[config.mk]
export PLATFORM = sky130hd
export DESIGN_NAME = srt_timestamp_line_parser
export DESIGN_NICKNAME = d
export VERILOG_FILES = /design/src/hdl/stl_pkg.sv /design/src/hdl/stl_byte_scan.sv /design/src/hdl/stl_time_calc.sv /design/src/hdl/srt_timestamp_line_parser.sv
export SDC_FILE = /design/constraint.sdc
export NUM_CORES = 1
export LEC_CHECK = 0
export ABC_CLOCK_PERIOD_IN_PS = 14600
export BUFFER_PORTS_ARGS = -buffer_cell sky130_fd_sc_hd__buf_2
export CORE_ASPECT_RATIO = 0.5
export CORE_MARGIN = 8
export CORE_UTILIZATION = 51
export CTS_CLUSTER_SIZE = 8
export DETAILED_ROUTE_END_ITERATION = 10
export GPL_ROUTABILITY_DRIVEN = 0
export PLACE_DENSITY_LB_ADDON = 0.08
export SLEW_MARGIN = 20
export SYNTH_ARGS = -nofsm -noshare
export SYNTH_HDL_FRONTEND = slang
export SYNTH_SLANG_ARGS = --single-unit
[constraint.sdc]
create_clock -name clk_i -period 14.6 [get_ports clk_i]
set_input_delay 1.46 -clock clk_i [delete_from_list [all_inputs] [get_ports clk_i]]
set_output_delay 1.46 -clock clk_i [all_outputs]
set_load 0.1 [all_outputs]
[src/hdl/stl_pkg.sv]
// Shared types, constants and helpers for the timing line parser.
// No dependencies; imported by every module of the block.

package stl_pkg;

  // line buffer geometry
  localparam int unsigned LINE_MAX_BYTES = 1024;
  localparam int unsigned POS_W          = $clog2(LINE_MAX_BYTES);
  localparam logic [POS_W-1:0] POS_LIMIT = POS_W'(LINE_MAX_BYTES - 1);

  // timestamp field geometry
  localparam int unsigned FIELD_LEN_SHORT = 11;
  localparam int unsigned FIELD_LEN_LONG  = 12;
  localparam int unsigned SEP_LEN         = 5;
  localparam int unsigned SEP_LOOKBACK    = 4;
  localparam logic [6:0]  MAX_MIN_SEC     = 7'd59;

  // millisecond totals
  localparam int unsigned TOTAL_W    = 29;
  localparam int unsigned MIN_PROD_W = 23;
  localparam int unsigned SEC_PROD_W = 17;
  localparam logic [21:0] MS_PER_HOUR = 22'd3600000;
  localparam logic [15:0] MS_PER_MIN  = 16'd60000;
  localparam logic [9:0]  MS_PER_SEC  = 10'd1000;

  // characters
  localparam logic [7:0]  CH_NUL   = 8'h00;
  localparam logic [7:0]  CH_NL    = 8'h0A;
  localparam logic [7:0]  CH_SPACE = 8'h20;
  localparam logic [7:0]  CH_COMMA = 8'h2C;
  localparam logic [7:0]  CH_COLON = 8'h3A;
  localparam logic [7:0]  CH_ZERO  = 8'h30;
  localparam logic [7:0]  CH_NINE  = 8'h39;
  localparam logic [31:0] SEP_WORD = 32'h202D2D3E;

  // result status codes
  typedef enum logic [2:0] {
    ST_OK          = 3'd0,
    ST_NO_SEP      = 3'd1,
    ST_START_LEN   = 3'd2,
    ST_END_LEN     = 3'd3,
    ST_BAD_CHAR    = 3'd4,
    ST_MINUTES     = 3'd5,
    ST_SECONDS     = 3'd6,
    ST_NOT_CHRONO  = 3'd7
  } status_e;

  // one parsed timestamp
  typedef struct packed {
    logic [6:0] hh;
    logic [6:0] mm;
    logic [6:0] ss;
    logic [9:0] ms;
  } stamp_t;

  typedef struct packed {
    logic start_bad;
    logic start_d11;
    logic end_bad;
    logic end_d11;
  } err_flags_t;

  // everything the scanner knows at the end of a line
  typedef struct packed {
    logic             sep_seen;
    logic [POS_W-1:0] sep_pos;
    logic [POS_W-1:0] byte_pos;
    stamp_t           start_f;
    stamp_t           end_f;
    err_flags_t       flags;
    logic [7:0]       end_len_byte;
  } snap_t;

  function automatic logic is_digit(input logic [7:0] b);
    return (b >= CH_ZERO) && (b <= CH_NINE);
  endfunction

endpackage

[src/hdl/stl_byte_scan.sv]
// Byte scanner: separator search, field digit accumulation and char checks.
// Depends on stl_pkg; hands a line snapshot to stl_time_calc.

module stl_byte_scan (
  input  logic          clk_i,
  input  logic          rst_ni,
  input  logic          in_valid_i,
  output logic          in_stall_o,
  input  logic [7:0]    line_byte_i,
  input  logic          line_last_i,
  output logic          snap_valid_o,
  input  logic          snap_stall_i,
  output stl_pkg::snap_t snap_o
);
  import stl_pkg::*;

  localparam logic [3:0] IDX_COLON_HM = 4'd2;
  localparam logic [3:0] IDX_COLON_MS = 4'd5;
  localparam logic [3:0] IDX_COMMA    = 4'd8;
  localparam logic [3:0] IDX_MS_EXTRA = 4'd11;

  typedef struct packed {
    stamp_t f;
    logic   bad;
    logic   d11;
  } take_t;

  function automatic logic [6:0] put7(input logic [6:0] v, input logic [3:0] d);
    logic [10:0] t;
    t = {4'b0, v} * 11'd10 + {7'b0, d};
    return t[6:0];
  endfunction

  function automatic logic [9:0] put10(input logic [9:0] v, input logic [3:0] d);
    logic [13:0] t;
    t = {4'b0, v} * 14'd10 + {10'b0, d};
    return t[9:0];
  endfunction

  // check one byte of a timestamp field and fold its digit in
  function automatic take_t take_byte(input stamp_t f, input logic [3:0] idx,
                                      input logic [7:0] b);
    take_t      t;
    logic       dig;
    logic [3:0] d;
    t.f   = f;
    t.bad = 1'b0;
    t.d11 = 1'b0;
    dig   = is_digit(b);
    d     = dig ? b[3:0] : 4'd0;
    unique case (idx)
      IDX_COLON_HM, IDX_COLON_MS: t.bad = (b != CH_COLON);
      IDX_COMMA:                  t.bad = (b != CH_COMMA);
      IDX_MS_EXTRA: begin
        if (dig) begin
          t.d11  = 1'b1;
          t.f.ms = put10(f.ms, d);
        end
      end
      4'd0, 4'd1: begin
        if (!dig) t.bad = 1'b1;
        else t.f.hh = put7(f.hh, d);
      end
      4'd3, 4'd4: begin
        if (!dig) t.bad = 1'b1;
        else t.f.mm = put7(f.mm, d);
      end
      4'd6, 4'd7: begin
        if (!dig) t.bad = 1'b1;
        else t.f.ss = put7(f.ss, d);
      end
      4'd9, 4'd10: begin
        if (!dig) t.bad = 1'b1;
        else t.f.ms = put10(f.ms, d);
      end
      default: ;
    endcase
    return t;
  endfunction

  logic             pos_lt_limit;
  logic             accept;
  logic [POS_W-1:0] pos_q, pos_d, upd_pos;
  logic [31:0]      recent_q, recent_d, upd_recent;
  logic [POS_W-1:0] sep_pos_q, sep_pos_d, upd_sep_pos;
  logic             sep_seen_q, sep_seen_d, upd_sep_seen;
  stamp_t           start_q, start_d, upd_start;
  stamp_t           end_q, end_d, upd_end;
  err_flags_t       flags_q, flags_d, upd_flags;
  logic [7:0]       end_len_q, end_len_d, upd_end_len;
  logic             ended_q, ended_d, upd_ended;
  logic [POS_W-1:0] rel;
  take_t            ts, te;
  logic             snap_valid_q, snap_valid_d;
  snap_t            snap_q;

  assign accept       = in_valid_i & ~in_stall_o;
  assign in_stall_o   = snap_valid_q & snap_stall_i;
  assign pos_lt_limit = pos_q < POS_LIMIT;
  assign rel          = pos_q - sep_pos_q - POS_W'(SEP_LEN);
  assign ts           = take_byte(start_q, pos_q[3:0], line_byte_i);
  assign te           = take_byte(end_q, rel[3:0], line_byte_i);

  // state after taking the current byte
  always_comb begin
    upd_pos      = pos_q;
    upd_recent   = recent_q;
    upd_sep_pos  = sep_pos_q;
    upd_sep_seen = sep_seen_q;
    upd_start    = start_q;
    upd_end      = end_q;
    upd_flags    = flags_q;
    upd_end_len  = end_len_q;
    upd_ended    = ended_q;
    if (!ended_q) begin
      if (line_byte_i == CH_NUL) begin
        upd_ended = 1'b1;
      end else if (pos_lt_limit) begin
        if (pos_q < POS_W'(FIELD_LEN_LONG)) begin
          upd_start           = ts.f;
          upd_flags.start_bad = flags_q.start_bad | ts.bad;
          upd_flags.start_d11 = flags_q.start_d11 | ts.d11;
        end
        if (sep_seen_q) begin
          if (rel < POS_W'(FIELD_LEN_LONG)) begin
            upd_end           = te.f;
            upd_flags.end_bad = flags_q.end_bad | te.bad;
            upd_flags.end_d11 = flags_q.end_d11 | te.d11;
          end
          if (rel == POS_W'(FIELD_LEN_SHORT)) upd_end_len = line_byte_i;
        end else if ((pos_q >= POS_W'(SEP_LOOKBACK)) && (recent_q == SEP_WORD) &&
                     (line_byte_i == CH_SPACE)) begin
          upd_sep_seen = 1'b1;
          upd_sep_pos  = pos_q - POS_W'(SEP_LOOKBACK);
        end
        upd_recent = {recent_q[23:0], line_byte_i};
        upd_pos    = pos_q + POS_W'(1);
      end
    end
  end

  // next state: hold, take the beat, or clear after the last beat
  always_comb begin
    pos_d      = pos_q;
    recent_d   = recent_q;
    sep_pos_d  = sep_pos_q;
    sep_seen_d = sep_seen_q;
    start_d    = start_q;
    end_d      = end_q;
    flags_d    = flags_q;
    end_len_d  = end_len_q;
    ended_d    = ended_q;
    if (accept) begin
      if (line_last_i) begin
        pos_d      = '0;
        recent_d   = '0;
        sep_pos_d  = '0;
        sep_seen_d = 1'b0;
        start_d    = '0;
        end_d      = '0;
        flags_d    = '0;
        end_len_d  = '0;
        ended_d    = 1'b0;
      end else begin
        pos_d      = upd_pos;
        recent_d   = upd_recent;
        sep_pos_d  = upd_sep_pos;
        sep_seen_d = upd_sep_seen;
        start_d    = upd_start;
        end_d      = upd_end;
        flags_d    = upd_flags;
        end_len_d  = upd_end_len;
        ended_d    = upd_ended;
      end
    end
  end

  // snapshot handshake
  always_comb begin
    if (accept && line_last_i) snap_valid_d = 1'b1;
    else if (!snap_stall_i) snap_valid_d = 1'b0;
    else snap_valid_d = snap_valid_q;
  end

  // scan state registers
  always_ff @(posedge clk_i or negedge rst_ni) begin
    if (!rst_ni) begin
      pos_q        <= '0;
      recent_q     <= '0;
      sep_pos_q    <= '0;
      sep_seen_q   <= 1'b0;
      start_q      <= '0;
      end_q        <= '0;
      flags_q      <= '0;
      end_len_q    <= '0;
      ended_q      <= 1'b0;
      snap_valid_q <= 1'b0;
    end else begin
      pos_q        <= pos_d;
      recent_q     <= recent_d;
      sep_pos_q    <= sep_pos_d;
      sep_seen_q   <= sep_seen_d;
      start_q      <= start_d;
      end_q        <= end_d;
      flags_q      <= flags_d;
      end_len_q    <= end_len_d;
      ended_q      <= ended_d;
      snap_valid_q <= snap_valid_d;
    end
  end

  // snapshot payload
  always_ff @(posedge clk_i) begin
    if (accept && line_last_i) begin
      snap_q.sep_seen     <= upd_sep_seen;
      snap_q.sep_pos      <= upd_sep_pos;
      snap_q.byte_pos     <= upd_pos;
      snap_q.start_f      <= upd_start;
      snap_q.end_f        <= upd_end;
      snap_q.flags        <= upd_flags;
      snap_q.end_len_byte <= upd_end_len;
    end
  end

  assign snap_valid_o = snap_valid_q;
  assign snap_o       = snap_q;

endmodule

[src/hdl/stl_time_calc.sv]
// Result pipeline: length and range checks, millisecond products, totals,
// chronology check and output register. Depends on stl_pkg.

module stl_time_calc (
  input  logic                         clk_i,
  input  logic                         rst_ni,
  input  logic                         snap_valid_i,
  output logic                         snap_stall_o,
  input  stl_pkg::snap_t               snap_i,
  output logic                         out_valid_o,
  input  logic                         out_stall_i,
  output logic [stl_pkg::TOTAL_W-1:0]  start_ms_o,
  output logic [stl_pkg::TOTAL_W-1:0]  end_ms_o,
  output logic [2:0]                   status_o,
  output logic                         start_short_ms_o,
  output logic                         end_short_ms_o
);
  import stl_pkg::*;

  typedef struct packed {
    status_e               status;
    logic                  start_ok;
    logic                  end_ok;
    logic                  s_short;
    logic                  e_short;
    logic [TOTAL_W-1:0]    st_h;
    logic [MIN_PROD_W-1:0] st_m;
    logic [SEC_PROD_W-1:0] st_s;
    logic [9:0]            st_ms;
    logic [TOTAL_W-1:0]    et_h;
    logic [MIN_PROD_W-1:0] et_m;
    logic [SEC_PROD_W-1:0] et_s;
    logic [9:0]            et_ms;
  } prod_t;

  typedef struct packed {
    status_e            status;
    logic               start_ok;
    logic               end_ok;
    logic               s_short;
    logic               e_short;
    logic [TOTAL_W-1:0] st;
    logic [TOTAL_W-1:0] et;
  } sum_t;

  typedef struct packed {
    status_e            status;
    logic               s_short;
    logic               e_short;
    logic [TOTAL_W-1:0] start_ms;
    logic [TOTAL_W-1:0] end_ms;
  } res_t;

  logic             v2_q, v3_q, v4_q;
  logic             take2, take3, take4;
  prod_t            prod_d, prod_q;
  sum_t             sum_d, sum_q;
  res_t             res_d, res_q;
  logic [POS_W-1:0] rem;
  logic             len_ok;

  // pipeline flow control
  assign take4        = ~v4_q | ~out_stall_i;
  assign take3        = ~v3_q | take4;
  assign take2        = ~v2_q | take3;
  assign snap_stall_o = ~take2;

  assign rem = snap_i.byte_pos - snap_i.sep_pos - POS_W'(SEP_LEN);

  // checks in error order, plus per-unit products
  always_comb begin
    prod_d          = '0;
    prod_d.status   = ST_OK;
    len_ok          = 1'b0;
    prod_d.st_h     = TOTAL_W'(snap_i.start_f.hh) * TOTAL_W'(MS_PER_HOUR);
    prod_d.st_m     = MIN_PROD_W'(snap_i.start_f.mm) * MIN_PROD_W'(MS_PER_MIN);
    prod_d.st_s     = SEC_PROD_W'(snap_i.start_f.ss) * SEC_PROD_W'(MS_PER_SEC);
    prod_d.st_ms    = snap_i.start_f.ms;
    prod_d.et_h     = TOTAL_W'(snap_i.end_f.hh) * TOTAL_W'(MS_PER_HOUR);
    prod_d.et_m     = MIN_PROD_W'(snap_i.end_f.mm) * MIN_PROD_W'(MS_PER_MIN);
    prod_d.et_s     = SEC_PROD_W'(snap_i.end_f.ss) * SEC_PROD_W'(MS_PER_SEC);
    prod_d.et_ms    = snap_i.end_f.ms;
    if (!snap_i.sep_seen) begin
      prod_d.status = ST_NO_SEP;
    end else if ((snap_i.sep_pos != POS_W'(FIELD_LEN_SHORT)) &&
                 (snap_i.sep_pos != POS_W'(FIELD_LEN_LONG))) begin
      prod_d.status = ST_START_LEN;
    end else begin
      prod_d.s_short = (snap_i.sep_pos == POS_W'(FIELD_LEN_SHORT));
      // start field
      if (snap_i.flags.start_bad ||
          ((snap_i.sep_pos == POS_W'(FIELD_LEN_LONG)) && !snap_i.flags.start_d11)) begin
        prod_d.status = ST_BAD_CHAR;
      end else if (snap_i.start_f.mm > MAX_MIN_SEC) begin
        prod_d.status = ST_MINUTES;
      end else if (snap_i.start_f.ss > MAX_MIN_SEC) begin
        prod_d.status = ST_SECONDS;
      end else begin
        prod_d.start_ok = 1'b1;
        // end field length from the byte after its eleventh
        if (rem < POS_W'(FIELD_LEN_SHORT)) begin
          prod_d.status = ST_END_LEN;
        end else if (rem >= POS_W'(FIELD_LEN_LONG)) begin
          if (is_digit(snap_i.end_len_byte)) begin
            len_ok = 1'b1;
          end else if ((snap_i.end_len_byte == CH_NL) ||
                       (snap_i.end_len_byte == CH_SPACE)) begin
            len_ok         = 1'b1;
            prod_d.e_short = 1'b1;
          end else begin
            prod_d.status = ST_END_LEN;
          end
        end else begin
          len_ok         = 1'b1;
          prod_d.e_short = 1'b1;
        end
        // end field
        if (len_ok) begin
          if (snap_i.flags.end_bad) prod_d.status = ST_BAD_CHAR;
          else if (snap_i.end_f.mm > MAX_MIN_SEC) prod_d.status = ST_MINUTES;
          else if (snap_i.end_f.ss > MAX_MIN_SEC) prod_d.status = ST_SECONDS;
          else prod_d.end_ok = 1'b1;
        end
      end
    end
  end

  // totals
  always_comb begin
    sum_d.status   = prod_q.status;
    sum_d.start_ok = prod_q.start_ok;
    sum_d.end_ok   = prod_q.end_ok;
    sum_d.s_short  = prod_q.s_short;
    sum_d.e_short  = prod_q.e_short;
    sum_d.st = prod_q.st_h + TOTAL_W'(prod_q.st_m) + TOTAL_W'(prod_q.st_s) +
               TOTAL_W'(prod_q.st_ms);
    sum_d.et = prod_q.et_h + TOTAL_W'(prod_q.et_m) + TOTAL_W'(prod_q.et_s) +
               TOTAL_W'(prod_q.et_ms);
  end

  // chronology check and field masking
  always_comb begin
    res_d.s_short  = sum_q.s_short;
    res_d.e_short  = sum_q.e_short;
    res_d.start_ms = sum_q.start_ok ? sum_q.st : '0;
    res_d.end_ms   = sum_q.end_ok ? sum_q.et : '0;
    if (sum_q.end_ok && (sum_q.et <= sum_q.st)) res_d.status = ST_NOT_CHRONO;
    else res_d.status = sum_q.status;
  end

  // stage valids
  always_ff @(posedge clk_i or negedge rst_ni) begin
    if (!rst_ni) begin
      v2_q <= 1'b0;
      v3_q <= 1'b0;
      v4_q <= 1'b0;
    end else begin
      if (take2) v2_q <= snap_valid_i;
      if (take3) v3_q <= v2_q;
      if (take4) v4_q <= v3_q;
    end
  end

  // stage payloads
  always_ff @(posedge clk_i) begin
    if (take2 && snap_valid_i) prod_q <= prod_d;
    if (take3 && v2_q) sum_q <= sum_d;
    if (take4 && v3_q) res_q <= res_d;
  end

  assign out_valid_o      = v4_q;
  assign start_ms_o       = res_q.start_ms;
  assign end_ms_o         = res_q.end_ms;
  assign status_o         = res_q.status;
  assign start_short_ms_o = res_q.s_short;
  assign end_short_ms_o   = res_q.e_short;

endmodule

[src/hdl/srt_timestamp_line_parser.sv]
// Timing line parser: one byte per cycle in unless stalled, one result per
// marked last byte. Throughput: one byte beat per cycle while not stalled,
// sustained, lines back to back. A result passes, in order, through the
// line snapshot, products, totals and output registers.
// Reset: asynchronous active-low; clears the line state and all valid flags.
// Depends on stl_pkg, stl_byte_scan and stl_time_calc.

module srt_timestamp_line_parser (
  input  logic                         clk_i,
  input  logic                         rst_ni,
  input  logic                         in_valid_i,
  output logic                         in_stall_o,
  input  logic [7:0]                   line_byte_i,
  input  logic                         line_last_i,
  output logic                         out_valid_o,
  input  logic                         out_stall_i,
  output logic [stl_pkg::TOTAL_W-1:0]  start_ms_o,
  output logic [stl_pkg::TOTAL_W-1:0]  end_ms_o,
  output logic [2:0]                   status_o,
  output logic                         start_short_ms_o,
  output logic                         end_short_ms_o
);
  import stl_pkg::*;

  logic  snap_valid;
  logic  snap_stall;
  snap_t snap;

  // byte scanner
  stl_byte_scan u_scan (
    .clk_i        (clk_i),
    .rst_ni       (rst_ni),
    .in_valid_i   (in_valid_i),
    .in_stall_o   (in_stall_o),
    .line_byte_i  (line_byte_i),
    .line_last_i  (line_last_i),
    .snap_valid_o (snap_valid),
    .snap_stall_i (snap_stall),
    .snap_o       (snap)
  );

  // result pipeline
  stl_time_calc u_calc (
    .clk_i            (clk_i),
    .rst_ni           (rst_ni),
    .snap_valid_i     (snap_valid),
    .snap_stall_o     (snap_stall),
    .snap_i           (snap),
    .out_valid_o      (out_valid_o),
    .out_stall_i      (out_stall_i),
    .start_ms_o       (start_ms_o),
    .end_ms_o         (end_ms_o),
    .status_o         (status_o),
    .start_short_ms_o (start_short_ms_o),
    .end_short_ms_o   (end_short_ms_o)
  );

endmodule

# Word level (Yosys, flattened, before mapping)
# Index checks and enable logic that the tools add are counted.
dict set report word_totals {
  reg_bits 489
  input_bits 13
  word_cells 303
}
dict set report classes {
  addsub 20
  n_mul 14
  magnitude_cmp 15
  eq_ne 35
  muxes 100
  bitwise 17
  reduce_logical 39
}
# cell n
set ops {}
lappend ops {{31-bit two-way mux} 11}
lappend ops {{10-bit two-way mux} 14}
lappend ops {{32-bit two-way mux} 4}
lappend ops {{7-bit two-way mux} 12}
lappend ops {{29-bit by 10-bit adder with 29-bit output} 2}
lappend ops {{29-bit by 17-bit adder with 29-bit output} 2}
lappend ops {{29-bit by 23-bit adder with 29-bit output} 2}
lappend ops {{8-bit two-way mux} 6}
lappend ops {{7-bit by 15-bit multiplier with 22-bit output (second input constant)} 2}
lappend ops {{7-bit by 4-bit adder with 7-bit output} 6}
lappend ops {{7-bit by 3-bit multiplier with 6-bit output (second input constant)} 6}
lappend ops {{7-bit by 11-bit multiplier with 18-bit output (second input constant)} 2}
lappend ops {{32-bit by 30-bit == test with 1-bit output (second input constant)} 1}
lappend ops {{4-bit by 3-bit == test with 1-bit output (second input constant)} 8}
lappend ops {{4-bit == test (second input constant)} 8}
lappend ops {{10-bit by 4-bit == test with 1-bit output (second input constant)} 3}
lappend ops {{10-bit by 4-bit less-than comparator with 1-bit output (second input constant)} 3}
lappend ops {{1-bit two-way mux} 30}
lappend ops {{3-bit two-way mux} 10}
lappend ops {{10-bit by 3-bit subtractor with 10-bit output (second input constant)} 3}
lappend ops {{29-bit less-or-equal comparator} 1}
lappend ops {{7-bit by 6-bit greater-than comparator with 1-bit output (second input constant)} 4}
lappend ops {{7-bit by 7-bit multiplier with 14-bit output (second input constant)} 2}
lappend ops {{8-bit OR reduction} 3}
lappend ops {{other kinds (34)} 95}

# Logic depth before layout (Yosys ltp)
dict set report depth {
  word_depth 16
  mapped_depth 17
  mapped_depth_nobuf 17
}

# Hierarchy
# A second synthesis with hierarchy kept.
dict set report unflattened {
  hier_cells 3187
  area_unflattened_um2 35698.0
}
# module n_inst cells_per_inst area_each_um2
set modules_own_cells {}
lappend modules_own_cells {stl_time_calc 1 1951 22703.0}
lappend modules_own_cells {stl_byte_scan 1 1236 12995.0}

# Worst setup path before layout
# OpenSTA, ideal clock, no wires.
dict set report synth_timing {
  path_type {input to register}
  from {in out_stall_i}
  to {reg u_calc.res_q (netlist bit u_calc.end_ms_o[0]), enable pin}
  setup_time_ns 0.580
  arrival_ns 6.030
  required_ns 14.020
  slack_ns 7.990
  stages 1
  path_buffers 0
  cell_sequence {a21boi_0}
}
dict set report synth_between {
  elab_chain_cells 3
}
# element line
set synth_lines {}
lappend synth_lines {{start: declaration} srt_timestamp_line_parser.sv:16} ;# input logic out_stall_i,
lappend synth_lines {{1-bit NOT} stl_time_calc.sv:63} ;# assign take4 = ~v4_q | ~out_stall_i;
lappend synth_lines {{1-bit bitwise OR} stl_time_calc.sv:63}
lappend synth_lines {{1-bit logical AND} stl_time_calc.sv:168} ;# if (take4 && v3_q) res_q <= res_d;
lappend synth_lines {{end signal: assignment} stl_time_calc.sv:168}
lappend synth_lines {{end: declaration} stl_time_calc.sv:58} ;# res_t res_d, res_q;
# Every way passes these cells.
# A chain may end at the register's enable or synchronous reset.

==> results.tsv <==
stage	metric	value	unit
final_layout	fin_area	38900	um2
timing	slew_violations	0	
route	drc	0	
yosys	synth_fp_nets	3789	
timing	finalSetupViolations	0	
yosys	yosysUniqueCellTypes	81	
route	dr.pass1.iters	7	
final_layout	area_delta_synth_final	9.98	%
clock_tree	clock_latency	640	ps
critical_path	r2r_setup_slack	9610	ps
floorplanning	fp-row-count	68	
route	wire_per_inst	19.5	um
clock_tree	hold_buffers	0	
clock_tree	clkTransAtPathRegs	60	ps
critical_path	cp-start-kind	flip-flop	
placed_design	hpwlAfterDp	60700	um
flow_run	drv_cap	0	
route	drt-initial-drc-count	1410	
min_path	holdCritStartpoint	u_scan.snap_o[47]	
route	routed-via-count	23200	
route	vias_per_cell	5.56	
yosys	ys_seq_elements	488	
critical_path	r2r_end	u_calc.prod_q[77]	
placed_design	place_area	36800	um2
yosys	synth_area	35300	um2
global_route	gr-usage-all-layers	0.208	
power	comb_power_share	0.441	
final_layout	final_common_cell	ha_1	
floorplanning	dieHeight	202	um
global_route	antenna_found_initial	2	
critical_path	crit_type	flip-flop to flip-flop	
power	p_clk_frac	0.243	
timing	period_minus_slack	4990	ps
yosys	yosysWarnings	0	
critical_path	r2r_cells	14	
clock_tree	cts_tree	built	
placed_design	port_buffers	77	
timing	tns	0	ps
final_layout	fillCellCount	5843	
clock_tree	clock-sinks	488	
floorplanning	core	68700	um2
power	internal-power	3.92	mW
route	wirelength	81200	um
yosys	async_flop_share	0.268	
final_layout	finalNonFillerCells	4166	
power	ir_drop	0.103	mV
clock_tree	postCtsSetupRepairBufs	0	
clock_tree	cts_root_buf	clkbuf_16	
route	postRouteAntennaNets	0	
clock_tree	clockBufferDepth	3	
yosys	syn-instance-count	3109	
global_route	grt_pass1_wl	130000	um
global_route	grt_pass1_vias	23100	
timing	tightestPinTransition	1060	ps
critical_path	rr_startpoint	u_scan.snap_o[40]	
timing	rsz0062_at_grt	no	
timing	hold_ws	407	ps
floorplanning	dieWidth	388	um
power	p_per_area	162	nW/um2
final_layout	drive_above_1_share	0.0786	
timing	skew	33.7	ps
final_layout	nNetsFinal	3892	
yosys	synth_edf_count	357	
critical_path	path_max_fanout	5	
global_route	overflow	0	
min_path	min_path_cells	0	
yosys	ys_seq_area_frac	0.396	
timing	slew-limit-headroom	0.284	
floorplanning	initial_utilization	0.514	
critical_path	required	14980	ps
timing	fmax	200	MHz
placed_design	dpl.cell_count	4047	
floorplanning	die_area	78500	um2
timing	hold_violations	0	
clock_tree	cts_buffers	70	
global_route	grt_max_degree	74	
power	pwr-share-seq	0.316	
timing	fin_crit_sh	0.342	
clock_tree	htree_levels	3	
power	power.leakage	17.5	nW
min_path	hold_class	flip-flop to flip-flop	
power	p_switching	2.39	mW
final_layout	seq_area	14000	um2
min_path	holdPathEnd	u_calc.prod_q[83]	
critical_path	critPathCaptureType	flip-flop	
power	p_sw_frac	0.378	
critical_path	critical_path_arrival	5380	ps
floorplanning	ios	78	
clock_tree	cts_resized	0	
yosys	syn_avg_cell_area	11.4	um2
power	total_power	6.30	mW
final_layout	layout_common_cells	ha_1, inv_1, edfxtp_1	
yosys	synthFlopType	edfxtp_1	
run_status	status	finished clean	
final_layout	multiInputGateArea	19600	um2
==> power by group through the flow <==
| stage | logic [mW] | registers, mW | clock network [mW] |
|---|---|---|---|
| after floorplan | 2.01 | 2.09 | 0 |
| after CTS | 2.78 | 2.00 | 1.57 |
| after global routing | 3.14 | 2.01 | 1.63 |
| after detailed placement | 2.76 | 2.02 | 0 |
| after global placement | 2.73 | 2.02 | 0 |
| final | 2.78 | 1.99 | 1.53 |
==> cell families after synthesis <==
logic type               count (synthesis)  share of synthesized area
AND/OR/NAND/NOR                        643                     0.0953
buffers and inverters                  472                     0.0509
flip-flops                             488                      0.396
adder cells (fa/ha/maj)                684                      0.278
XOR/XNOR                               220                     0.0545
multiplexers                            65                     0.0199
AO/OA/AOI/OAI                          537                      0.106
==> synth_stat cells, types with 10 or more instances <==
| library cell | n | area [um2] |
|---|---|---|
| a211oi_1 | 15 | 113 |
| a21o_1 | 45 | 338 |
| a21oi_1 | 103 | 515 |
| a221o_1 | 18 | 180 |
| a22o_1 | 63 | 552 |
| a31oi_1 | 21 | 131 |
| and2_1 | 75 | 469 |
| and3_1 | 34 | 213 |
| buf_2 | 10 | 50.1 |
| clkbuf_1 | 55 | 206 |
| dfrtp_1 | 131 | 3280 |
| edfxtp_1 | 357 | 10700 |
| fa_1 | 172 | 3440 |
| ha_1 | 495 | 6190 |
| inv_1 | 402 | 1510 |
| maj3_1 | 17 | 170 |
| mux2_2 | 37 | 417 |
| mux2i_1 | 24 | 240 |
| nand2_1 | 143 | 537 |
| nand2b_1 | 17 | 106 |
| nand3_1 | 47 | 235 |
| nand4_1 | 20 | 125 |
| nor2_1 | 131 | 492 |
| nor2b_1 | 20 | 125 |
| nor3_1 | 52 | 260 |
| nor3b_1 | 25 | 188 |
| nor4_1 | 13 | 81.3 |
| o211ai_1 | 11 | 82.6 |
| o21a_1 | 24 | 180 |
| o21ai_0 | 104 | 521 |
| o21bai_1 | 24 | 180 |
| o31ai_1 | 14 | 105 |
| or3_1 | 16 | 100 |
| xnor2_1 | 159 | 1390 |
| xor2_1 | 61 | 534 |
==> worst max-delay path: stages, from the launching register on <==
cell and delay, ps:
edfxtp_1 460, fa_1 560, inv_1 50, fa_1 480
fa_1 520, inv_1 70, fa_1 460, ha_1 250
or4_1 470, o22ai_1 250, o21ai_0 220, o41ai_1 340
o21ai_0 180, o41ai_1 350, xnor2_1 100
==> metrics by stage <==
stage                     setup WS, ps  utilization
after floorplan                   7990            -
after global placement            9620        0.536
after global routing              9210        0.565
after detailed placement          9540        0.536
after CTS                         9580        0.565
final                             9610        0.565
==> sequential cells by signal, indices dropped and copies added, names as in the netlist, 29 cells and up <==
| signal | count |
|---|---|
| u_calc.sum_q | 63 |
| u_scan.start_q | 31 |
| u_calc.start_ms_o | 29 |
| u_scan.recent_q | 32 |
| u_scan.end_q | 31 |
| u_calc.prod_q | 135 |
| u_calc.end_ms_o | 29 |
| u_scan.snap_o | 94 |
==> layer usage <==
layer  vias to the layer above  GRT usage  part of all wire
li1                      11300          -                 -
met1                     11300      0.306              0.51
met2                       441      0.314              0.43
met3                       111     0.0394             0.044
met4                         0     0.0557             0.023
met5                         -          0                 0
==> area by class of cell <==
type,instances,share of cell area
multi-input combinational,2149,0.505
sequential,488,0.360
clock buffer,109,0.0494
inverter,402,0.0389
tap,910,0.0293
timing repair buffer,101,0.0149
clock inverter,6,0.00232
antenna,1,0.0000644
==> how the worst max path moves through the flow <==
stage | start | to | cells past startpoint
5_1_grt | u_scan.snap_o[40] | u_calc.prod_q[77] | 14
6_report | u_scan.snap_o[40] | u_calc.prod_q[77] | 14
3_5_place_dp | line_byte_i[0] | u_scan.snap_o[37] | 8
3_3_place_gp | u_scan.snap_o[40] | u_calc.prod_q[77] | 14
4_1_cts | u_scan.snap_o[40] | u_calc.prod_q[77] | 14
2_1_floorplan | out_stall_i | u_calc.end_ms_o[0] | 1
Power figures use the tool's default switching activity.
